`src/rtl/core/frwla_pkg.sv`:
```
// ----------------------------------------------------------------------------
// frwla_pkg
// Shared types and codes for the reader-writer lock arbiter.
// ----------------------------------------------------------------------------
`default_nettype none

package frwla_pkg;

  // Request actions
  localparam logic [1:0] ACT_ACQ_RD = 2'd0;
  localparam logic [1:0] ACT_ACQ_WR = 2'd1;
  localparam logic [1:0] ACT_REL_RD = 2'd2;
  localparam logic [1:0] ACT_REL_WR = 2'd3;

  // Response kinds
  localparam logic [2:0] RSP_GRANT    = 3'd0;
  localparam logic [2:0] RSP_QUEUED   = 3'd1;
  localparam logic [2:0] RSP_RELEASED = 3'd2;
  localparam logic [2:0] RSP_FULL     = 3'd3;
  localparam logic [2:0] RSP_BAD_REL  = 3'd4;

  // Grants given per release at most
  localparam int MAX_RESULTS = 16;
  localparam int RES_CNT_W   = $clog2(MAX_RESULTS);

  // One waiting requester
  typedef struct packed {
    logic       wr;
    logic [7:0] id;
  } frwla_entry_t;

  // Queue control from the sequencer to the cell chain
  typedef struct packed {
    logic         shift;
    logic         load;
    frwla_entry_t data;
  } frwla_qctl_t;

endpackage

`default_nettype wire

```
`src/rtl/core/frwla_cell.sv`:
```
// ----------------------------------------------------------------------------
// frwla_cell
// One slot of the wait queue: shifts toward the head or loads a new item.
// ----------------------------------------------------------------------------
`default_nettype none

module frwla_cell
  import frwla_pkg::*;
(
  input  wire logic         clk,
  input  wire logic         shift,
  input  wire logic         load,
  input  wire frwla_entry_t din_new,
  input  wire frwla_entry_t din_next,
  output frwla_entry_t      dout
);

  frwla_entry_t entry_r;
  frwla_entry_t entry_nxt;

  always_comb begin
    entry_nxt = entry_r;
    if (shift) begin
      entry_nxt = din_next;
    end else if (load) begin
      entry_nxt = din_new;
    end
  end

  always_ff @(posedge clk) begin
    entry_r <= entry_nxt;
  end

  assign dout = entry_r;

endmodule

`default_nettype wire

```
`src/rtl/core/frwla_queue.sv`:
```
// ----------------------------------------------------------------------------
// frwla_queue
// Wait queue as a chain of cells; cell 0 is the head, new items land at count.
// ----------------------------------------------------------------------------
`default_nettype none

module frwla_queue
  import frwla_pkg::*;
#(
  parameter int QUEUE_DEPTH = 16,
  parameter int CNT_W       = $clog2(QUEUE_DEPTH + 1)
)
(
  input  wire logic             clk,
  input  wire frwla_qctl_t      ctl,
  input  wire logic [CNT_W-1:0] count,
  output frwla_entry_t          head,
  output frwla_entry_t          second
);

  frwla_entry_t q [QUEUE_DEPTH];

  for (genvar i = 0; i < QUEUE_DEPTH; i++) begin : g_cell
    frwla_entry_t nxt_in;
    logic         load_here;

    if (i < QUEUE_DEPTH - 1) begin : g_mid
      assign nxt_in = q[i+1];
    end else begin : g_end
      assign nxt_in = q[i];
    end

    assign load_here = ctl.load && (count == CNT_W'(i));

    frwla_cell u_cell (
      .clk      (clk),
      .shift    (ctl.shift),
      .load     (load_here),
      .din_new  (ctl.data),
      .din_next (nxt_in),
      .dout     (q[i])
    );
  end

  assign head   = q[0];
  assign second = q[1];

endmodule

`default_nettype wire

```
`src/rtl/core/fifo_reader_writer_lock_arbiter.sv`:
```
// ----------------------------------------------------------------------------
// fifo_reader_writer_lock_arbiter
// First-come first-served reader-writer lock with a FIFO of waiting requesters.
// ----------------------------------------------------------------------------
// Results: a release that starts the wake sequence (last reader out, or a
// release write that frees the writer) gives its N results in order from the
// wake state; any other item gives its one result from the output register.
// Throughput: one item per cycle while the result slot is free; a wake
// sequence holds in_ready low, one grant per cycle off the chain when free.
// Reset (rst_n low, synchronous): lock free, queue empty, no result pending.
`default_nettype none

module fifo_reader_writer_lock_arbiter
  import frwla_pkg::*;
#(
  parameter int QUEUE_DEPTH = 16,
  parameter int MAX_READERS = 256
)
(
  input  wire logic       clk,
  input  wire logic       rst_n,
  input  wire logic       in_valid,
  output logic            in_ready,
  input  wire logic [1:0] in_action,
  input  wire logic [7:0] in_requester_id,
  output logic            out_valid,
  input  wire logic       out_ready,
  output logic [2:0]      out_response_kind,
  output logic [7:0]      out_grant_id,
  output logic            out_grant_is_writer,
  output logic [8:0]      out_active_readers,
  output logic            out_writer_holds,
  output logic            out_last
);

  localparam int CNT_W = $clog2(QUEUE_DEPTH + 1);
  localparam int RD_W  = $clog2(MAX_READERS + 1);
  localparam logic [RES_CNT_W-1:0] RES_LAST = RES_CNT_W'(MAX_RESULTS - 1);

  localparam logic ST_IDLE = 1'b0;
  localparam logic ST_WAKE = 1'b1;

  logic                 state_r, state_nxt;
  logic [CNT_W-1:0]     cnt_r, cnt_nxt;
  logic [RD_W-1:0]      rd_r, rd_nxt;
  logic                 wr_r, wr_nxt;
  logic [RES_CNT_W-1:0] n_r, n_nxt;
  logic [7:0]           rel_id_r, rel_id_nxt;

  logic                 out_valid_r, out_valid_nxt;
  logic [2:0]           kind_r, kind_nxt;
  logic [7:0]           gid_r, gid_nxt;
  logic                 gwr_r, gwr_nxt;
  logic                 last_r, last_nxt;
  logic [RD_W-1:0]      ord_r, ord_nxt;
  logic                 owr_r, owr_nxt;

  frwla_qctl_t          qctl;
  frwla_entry_t         q_head;
  frwla_entry_t         q_second;
  logic                 slot_free;
  logic                 acc;
  logic                 more;
  logic [RD_W+8:0]      rd_ext;

  frwla_queue #(
    .QUEUE_DEPTH (QUEUE_DEPTH),
    .CNT_W       (CNT_W)
  ) u_queue (
    .clk    (clk),
    .ctl    (qctl),
    .count  (cnt_r),
    .head   (q_head),
    .second (q_second)
  );

  assign slot_free = !out_valid_r || out_ready;
  assign in_ready  = (state_r == ST_IDLE) && slot_free;
  assign acc       = in_valid && in_ready;

  // Another reader follows this grant only if the next head is a reader and
  // neither the run nor the reader count has hit its limit.
  assign more = (cnt_r >= CNT_W'(2)) && !q_second.wr && (n_r != RES_LAST) &&
                (rd_r < RD_W'(MAX_READERS - 1));

  always_comb begin
    state_nxt     = state_r;
    cnt_nxt       = cnt_r;
    rd_nxt        = rd_r;
    wr_nxt        = wr_r;
    n_nxt         = n_r;
    rel_id_nxt    = rel_id_r;
    out_valid_nxt = out_valid_r && !out_ready;
    kind_nxt      = kind_r;
    gid_nxt       = gid_r;
    gwr_nxt       = gwr_r;
    last_nxt      = last_r;
    ord_nxt       = ord_r;
    owr_nxt       = owr_r;
    qctl.shift    = 1'b0;
    qctl.load     = 1'b0;
    qctl.data.wr  = (in_action == ACT_ACQ_WR);
    qctl.data.id  = in_requester_id;

    unique case (state_r)
      ST_IDLE: begin
        if (acc) begin
          out_valid_nxt = 1'b1;
          gid_nxt       = in_requester_id;
          gwr_nxt       = 1'b0;
          last_nxt      = 1'b1;
          unique case (in_action)
            ACT_ACQ_RD: begin
              if (!wr_r && cnt_r == '0) begin
                if (rd_r == RD_W'(MAX_READERS)) begin
                  kind_nxt = RSP_FULL;
                end else begin
                  kind_nxt = RSP_GRANT;
                  rd_nxt   = rd_r + 1'b1;
                end
              end else if (cnt_r == CNT_W'(QUEUE_DEPTH)) begin
                kind_nxt = RSP_FULL;
              end else begin
                kind_nxt  = RSP_QUEUED;
                qctl.load = 1'b1;
                cnt_nxt   = cnt_r + 1'b1;
              end
            end
            ACT_ACQ_WR: begin
              if (!wr_r && rd_r == '0 && cnt_r == '0) begin
                kind_nxt = RSP_GRANT;
                gwr_nxt  = 1'b1;
                wr_nxt   = 1'b1;
              end else if (cnt_r == CNT_W'(QUEUE_DEPTH)) begin
                kind_nxt = RSP_FULL;
              end else begin
                kind_nxt  = RSP_QUEUED;
                qctl.load = 1'b1;
                cnt_nxt   = cnt_r + 1'b1;
              end
            end
            ACT_REL_RD: begin
              if (rd_r == '0) begin
                kind_nxt = RSP_BAD_REL;
              end else begin
                rd_nxt = rd_r - 1'b1;
                if (rd_r == RD_W'(1)) begin
                  // Last reader out: hand over to the wake sequence
                  out_valid_nxt = out_valid_r && !out_ready;
                  state_nxt     = ST_WAKE;
                  n_nxt         = '0;
                  rel_id_nxt    = in_requester_id;
                end else begin
                  kind_nxt = RSP_RELEASED;
                end
              end
            end
            ACT_REL_WR: begin
              if (!wr_r) begin
                kind_nxt = RSP_BAD_REL;
              end else begin
                wr_nxt        = 1'b0;
                out_valid_nxt = out_valid_r && !out_ready;
                state_nxt     = ST_WAKE;
                n_nxt         = '0;
                rel_id_nxt    = in_requester_id;
              end
            end
            default: begin
              kind_nxt = RSP_BAD_REL;
            end
          endcase
          ord_nxt = rd_nxt;
          owr_nxt = wr_nxt;
        end
      end
      ST_WAKE: begin
        if (slot_free) begin
          out_valid_nxt = 1'b1;
          if (cnt_r != '0 && q_head.wr && n_r == '0 && !wr_r && rd_r == '0) begin
            kind_nxt   = RSP_GRANT;
            gid_nxt    = q_head.id;
            gwr_nxt    = 1'b1;
            last_nxt   = 1'b1;
            qctl.shift = 1'b1;
            cnt_nxt    = cnt_r - 1'b1;
            wr_nxt     = 1'b1;
            state_nxt  = ST_IDLE;
          end else if (cnt_r != '0 && !q_head.wr && !wr_r &&
                       rd_r < RD_W'(MAX_READERS)) begin
            kind_nxt   = RSP_GRANT;
            gid_nxt    = q_head.id;
            gwr_nxt    = 1'b0;
            last_nxt   = !more;
            qctl.shift = 1'b1;
            cnt_nxt    = cnt_r - 1'b1;
            rd_nxt     = rd_r + 1'b1;
            n_nxt      = n_r + 1'b1;
            if (!more) begin
              state_nxt = ST_IDLE;
            end
          end else begin
            // Nothing grantable at the head
            kind_nxt  = RSP_RELEASED;
            gid_nxt   = rel_id_r;
            gwr_nxt   = 1'b0;
            last_nxt  = 1'b1;
            state_nxt = ST_IDLE;
          end
          ord_nxt = rd_nxt;
          owr_nxt = wr_nxt;
        end
      end
      default: begin
        state_nxt = ST_IDLE;
      end
    endcase
  end

  always_ff @(posedge clk) begin
    if (!rst_n) begin
      state_r     <= ST_IDLE;
      cnt_r       <= '0;
      rd_r        <= '0;
      wr_r        <= 1'b0;
      n_r         <= '0;
      out_valid_r <= 1'b0;
    end else begin
      state_r     <= state_nxt;
      cnt_r       <= cnt_nxt;
      rd_r        <= rd_nxt;
      wr_r        <= wr_nxt;
      n_r         <= n_nxt;
      out_valid_r <= out_valid_nxt;
    end
  end

  always_ff @(posedge clk) begin
    rel_id_r <= rel_id_nxt;
    kind_r   <= kind_nxt;
    gid_r    <= gid_nxt;
    gwr_r    <= gwr_nxt;
    last_r   <= last_nxt;
    ord_r    <= ord_nxt;
    owr_r    <= owr_nxt;
  end

  assign rd_ext = {9'd0, ord_r};

  assign out_valid           = out_valid_r;
  assign out_response_kind   = kind_r;
  assign out_grant_id        = gid_r;
  assign out_grant_is_writer = gwr_r;
  assign out_active_readers  = rd_ext[8:0];
  assign out_writer_holds    = owr_r;
  assign out_last            = last_r;

endmodule

`default_nettype wire
```
`config.mk`:
```
export PLATFORM = sky130hd
export DESIGN_NAME = fifo_reader_writer_lock_arbiter
export DESIGN_NICKNAME = d
export VERILOG_FILES = /design/src/rtl/core/frwla_pkg.sv /design/src/rtl/core/frwla_cell.sv /design/src/rtl/core/frwla_queue.sv /design/src/rtl/core/fifo_reader_writer_lock_arbiter.sv
export SDC_FILE = /design/constraint.sdc
export NUM_CORES = 1
export LEC_CHECK = 0
export ABC_AREA = 0
export BUFFER_PORTS_ARGS = -buffer_cell sky130_fd_sc_hd__buf_2
export CAP_MARGIN = 0
export CORE_MARGIN = 4
export CORE_UTILIZATION = 54
export CTS_BUF_LIST = sky130_fd_sc_hd__clkbuf_4 sky130_fd_sc_hd__clkbuf_8
export DETAILED_ROUTE_END_ITERATION = 6
export GPL_TIMING_DRIVEN = 0
export PLACE_DENSITY_LB_ADDON = 0.25
export SETUP_SLACK_MARGIN = 0.3
export SYNTH_ARGS = -nofsm -noshare
export SYNTH_HDL_FRONTEND = slang
export SYNTH_SLANG_ARGS = --single-unit
```
`constraint.sdc`:
```
create_clock -name clk -period 5.32 [get_ports clk]
set_input_delay 0.532 -clock clk [delete_from_list [all_inputs] [get_ports clk]]
set_output_delay 0.532 -clock clk [all_outputs]
set_load 0.02 [all_outputs]
```
After elaboration in Yosys (flattened, before gate mapping):

Cells that the tools add are included.

* logic and storage cells: 283
* register bits: 196
* input port bits: 14
* output and inout port bits: 25

* order comparisons: 3
* eq/ne operators: 39
* $add $sub $neg: 5
* muxes and demuxes: 123
* reduce and logical (&&, ||, !) cells: 66
* bitwise gates (word level): 2

Operators with widths (number)
* two-way mux 9 bit: 37
* two-way mux 8 bit: 7
* equality test 5 x 4 -> 1 bit, second input constant: 8
* one-hot mux 9 bit (2 select lines): 2
* two-way mux 1 bit: 35
* two-way mux 5 bit: 7
* logical AND 1 bit: 32
* one-hot mux 8 bit (2 select lines): 2
* nonzero test 2 bit: 16
* two-way mux 4 bit: 7
* two-way mux 3 bit: 7
* equality test 5 x 3 -> 1 bit, second input constant: 4
* one-hot mux 5 bit (2 select lines): 2
* != test 3 bit, second input constant: 6
* one-hot mux 1 bit (2 select lines): 9
* one-hot mux 4 bit (2 select lines): 2
* one-hot mux 3 bit (4 select lines): 1
* AND reduction 6 bit: 2
* equality test 5 x 2 -> 1 bit, second input constant: 2
* != test 2 bit, second input constant: 5
* adder 9 x 1 -> 9 bit, second input constant: 1
* equality test 9 x 1 -> 1 bit, second input constant: 1
* equality test 9 bit, second input constant: 1
* logical NOT 9 bit: 1
* 26 further kinds: 41

Depth between registers and ports, before layout:

* depth in word-level cells: 10
* mapped depth: 11
* depth with buffers taken out: 8

Modules after synthesis:

A second synthesis with hierarchy kept.

* cell total of the unflattened synthesis: 737
* area total of the unflattened synthesis: 10349.9 um2

By module, submodules not included
* frwla_cell: cells each 20, times used 16, area an instance 422.9 um2, seq. area each 270.3 um2
* fifo_reader_writer_lock_arbiter: cells each 394, times used 1, area an instance 3452.1 um2, seq. area each 1351.3 um2
* frwla_queue: cells each 23, times used 1, area an instance 131.4 um2, seq. area each 0.0 um2

Worst setup path before layout:

No wires, ideal clock.

* path kind: register -> register
* start point: reg rd_r[1]
* end point: reg u_queue.g_cell[10].u_cell.entry_r (netlist bit u_queue.g_cell[10].u_cell.dout[0]), enable pin
* period minus slack after synthesis: 2790 ps
* library setup time: 331 ps
* path slack: 2530 ps
* buffers on the path: 1
* cell stages (with the launch flop): 9
* data required time: 4989 ps
* arrival time: 2459 ps
* cell sequence: dfxtp_1 clkbuf_1 inv_1 ha_1 or3b_2 o31ai_1 a2111o_1 nor4b_1 a21o_1

* longest elaborated chain between the ends: 9
* elaborated cells between the ends (all ways): 16
* classes of those cells: order compare: 1; mux: 8; reduce/logical: 7

Ends and longest elaborated chain
* from (decl): line fifo_reader_writer_lock_arbiter.sv:45 `logic [RD_W-1:0] rd_r, rd_nxt;`
* from (signal assigned): line fifo_reader_writer_lock_arbiter.sv:231 `rd_r <= rd_nxt;`
* branches (longest 8 deep; another with < comparator 9 bit)
* nonzero test 2 bit (no source line) (*)
* to (signal assigned): line frwla_cell.sv:31 `entry_r <= entry_nxt;`
* to (decl): line frwla_cell.sv:18 `frwla_entry_t entry_r;`

Mark *: on every way between the ends.
A chain may end at the register's enable or synchronous reset.

Worst setup path after layout:

* start point: reg rd_r[1]
* end point: reg u_queue.g_cell[2].u_cell.entry_r (netlist bit u_queue.g_cell[2].u_cell.dout[0]), enable pin

* longest elaborated chain between the ends: 9
* elaborated cells between the ends (all ways): 16
* classes of those cells: order compare: 1; mux: 8; reduce/logical: 7

Ends and longest elaborated chain (line)
* branches (longest 8 deep; another with < comparator 9 bit)
* nonzero test 2 bit (no source line) (*)
* to (signal assigned): frwla_cell.sv:31
* to (decl): frwla_cell.sv:18

Marked as above.

==> results.py <==
metrics = {
    "status": {
        "status": "finished, final reports clean",
    },
    "clocking": {
        "clkLatencyLatePin_ps": 460,
        "htreeDepth": 4,
        "cts.sinks": 196,
        "clkTransAtPathRegs_ps": 100,
        "cts_setup_buffers": 0,
        "cts_resized": 0,
        "cts_buffers": 17,
        "cts_tree": "built",
        "root_buffer": "clkbuf_8",
        "ctsHoldBuffers": 0,
        "clk_path_buf_depth": 2,
    },
    "global_routing": {
        "met3_usage_pct": 7.54,
        "grt_use_total_pct": 22.8,
        "grtUsageMet2_pct": 33.1,
        "grt_max_degree": 30,
        "grt_use_met1_pct": 33.6,
        "grt_pass1_wl_mm": 32.0,
        "overflow": 0,
        "first_global_vias": 5844,
        "grt_antenna_before_repair": 0,
        "busiest_layer": "met1",
    },
    "power_and_ir_drop": {
        "switchingPower_mw": 0.838,
        "powerDensity_nw_per_um2": 329,
        "p_sw_share_pct": 25.7,
        "ir_drop_mv": 0.242,
        "p_seq_share_pct": 53.6,
        "clockPowerShare_pct": 32.0,
        "pwr-share-comb_pct": 14.4,
        "internal_power_mw": 2.42,
        "leakage_nw": 4.30,
    },
    "timing": {
        "hold_violations": 0,
        "setup_viol": 0,
        "fin_ws_ps": 1660,
        "slew_headroom_pct": 22.1,
        "tightest_slew_ps": 1160,
        "post-route-min-period_ps": 3660,
        "setup_tns_ps": 0,
        "slew_violations": 0,
        "max_freq_mhz": 273,
        "clock_skew_ps": 14.2,
        "finalCritPeriodShare_pct": 68.9,
        "rsz0062_at_grt": "no",
    },
    "critical_path": {
        "critPathKind": "reg2reg",
        "worstPathArrival_ps": 3780,
        "cp_max_fo": 10,
        "crit_required_ps": 5430,
        "reg2reg_depth": 11,
        "start_kind": "flip-flop",
        "endpoint_kind": "flip-flop",
    },
    "place": {
        "port_buffers": 36,
        "gp_congestion": 0.952,
        "dpl.hpwl_mm": 14.8,
        "post-place-ws_ps": 1730,
    },
    "hold_path": {
        "holdCritPathClass": "in2reg",
        "worstHoldPathCells": 1,
    },
    "synthesis": {
        "syn-num-nets": 714,
        "synth_warnings": 0,
        "yosysSeqAreaShare_pct": 63.1,
        "synthArstFlopShare_pct": 0,
        "netlist_instances": 688,
        "synth-main-ff-cell": "edfxtp_1",
        "syn_avg_cell_area_um2": 13.1,
        "ys_seq_elements": 196,
        "synth-edff-count": 175,
        "netlist_area_um2": 9000,
        "yosysUniqueCellTypes": 61,
    },
    "floorplan": {
        "num_io_pins": 39,
        "die-area_um2": 18800,
        "die_w_um": 137,
        "die_y_um": 137,
        "start_util_pct": 55.8,
        "fp-row-count": 46,
        "core_um2": 16100,
    },
    "drt": {
        "first_pass_iters": 5,
        "drt_iter0_drc": 550,
        "avgRoutedWirePerCell_um": 21.0,
        "drc": 0,
        "via_count": 5901,
        "antenna_left": 0,
        "drt-total-wl_mm": 20.4,
        "viasPerCell": 6.08,
    },
    "run": {
        "cap_violations": 0,
    },
    "cells_and_area": {
        "fillers": 1282,
        "utilization_pct": 61.3,
        "layout-drive-gt1-share_pct": 15.2,
        "nets": 769,
        "n_antenna_cell": 0,
        "syn_to_final_growth_pct": 9.80,
    },
}
placed cells by master (no fill, tap or decap), types with 4 or more instances in the layout:
cell type  count
buf_2         53
nor4_1         5
nand2_1       26
and3_1         6
xor2_1         7
nand4_1        7
a21oi_1       26
a21o_1       151
nand2b_1       6
bufinv_16      4
inv_1         14
nor2b_2        4
o21ai_0        8
a31oi_1        6
mux2i_1       12
nor2_1        41
o211ai_1       4
clkbuf_1      18
nor2b_1        6
xnor2_1       10
a211oi_1       4
nor3_1        16
o31ai_1        6
edfxtp_1     175
dfxtp_1       21
ha_1          12
clkbuf_8      17
nand3_1       14
buf_6         12
and2_1         4
through the flow:
stage,hold slack [ps],cell area (µm²),power (mW),instances
after CTS,308,9880,3.27,971
final,345,9880,3.26,971
after global placement,497,9450,2.24,940
after global routing,308,9880,3.39,971
after detailed placement,502,9450,2.24,940
after floorplan,495,9000,2.10,688
cell usage after synthesis (2+ instances only):
cell type  number  area, µm²
a31oi_1         6       37.5
xnor2_1        10       87.6
nor3_1         16       80.1
buf_6          12        135
mux2i_1        12        120
xor2_1          7       61.3
o211ai_1        4       30.0
clkbuf_1       19       71.3
nor4b_1         2       17.5
nor4b_2         2       30.0
o21ai_0         8       40.0
nor4_1          5       31.3
o31ai_1         6       45.0
and4_1          3       26.3
a22oi_1         2       15.0
a21oi_1        26        130
inv_1          14       52.6
a21boi_0        2       15.0
nor2b_1         6       37.5
nor2_1         41        154
a21o_1        151       1130
ha_1           12        150
nand4b_1        2       17.5
a32oi_1         2       17.5
and2_1          4       25.0
and3_1          6       37.5
nand2_1        26       97.6
nor2b_2         4       35.0
o21a_1          3       22.5
or2_2           2       12.5
or4_1           3       22.5
nand4_1         7       43.8
nand2b_1        6       37.5
edfxtp_1      175       5260
dfxtp_1        21        420
nand3_1        14       70.1
buf_4           2       15.0
a211oi_1        4       30.0
a22o_1          3       26.3
buf_2          17       85.1
layout make-up:
type                       count  area [µm²]  share of cell area, %
clock buffer                  20         256                   2.60
timing repair buffer          36         180                   1.82
multi-input combinational    428        2960                   30.0
tap                          216         270                   2.74
clock inverter                11         174                   1.76
sequential                   196        5680                   57.4
buffer                        50         308                   3.12
inverter                      14        52.6                  0.532
critical path: stages, from the launching register on:
cell	delay [ps]
dfxtp_1	330
clkbuf_1	210
inv_1	190
ha_1	290
nor3b_2	470
nand3_1	260
nand2_1	240
nor3b_4	330
buf_6	200
buf_6	180
buf_4	190
a21o_1	400
worst paths after layout:
| check | start | end | slack, ps |
|---|---|---|---|
| setup reg to reg | rd_r[1]$_SDFFE_PN0P_ | u_queue.g_cell[2].u_cell.dout[0]$_DFFE_PP_ | 1660 |
| hold / removal | in_requester_id[4] | u_queue.g_cell[15].u_cell.dout[4]$_DFFE_PP_ | 350 |
| setup / recovery | rd_r[1]$_SDFFE_PN0P_ | u_queue.g_cell[2].u_cell.dout[0]$_DFFE_PP_ | 1660 |
| hold reg to reg | u_queue.g_cell[8].u_cell.dout[2]$_DFFE_PP_ | u_queue.g_cell[7].u_cell.dout[2]$_DFFE_PP_ | 520 |
layer usage:
| metal | share of wire, % | vias up | wire, µm |
|---|---|---|---|
| met3 | 9.3 | 30 | 1900 |
| met1 | 45 | 2903 | 9260 |
| met2 | 44 | 261 | 8970 |
| met4 | 1.3 | 0 | 263 |
| met5 | 0 | - | 0 |
| li1 | - | 2707 | - |
kinds of logic after synthesis:
kind of cell	Yosys count	synth area share, %
mux	12	1.33
compound gates	225	18.0
flops	196	63.1
simple gates	162	10.3
buf+inv	64	3.99
xor+xnor	17	1.65
fa+ha+maj	12	1.67
registers in the layout, summed over array words and instances (netlist names):
register	flops
n_r	4
out_response_kind	3
rd_r	9
out_grant_id	8
out_active_readers	9
wr_r	1
u_queue.g_cell.u_cell.dout	144
rel_id_r	8
out_writer_holds	1
out_last	1
out_grant_is_writer	1
out_valid	1
cnt_r	5
state_r	1
power groups by stage:
stage	clock network [mW]	registers, mW	logic (mW)
after floorplan	0	1.80	0.295
after global placement	0	1.78	0.456
after detailed placement	0	1.78	0.460
after CTS	1.06	1.75	0.463
after global routing	1.13	1.75	0.510
final	1.04	1.75	0.470
No activity file was read; power rests on OpenSTA's default activity.
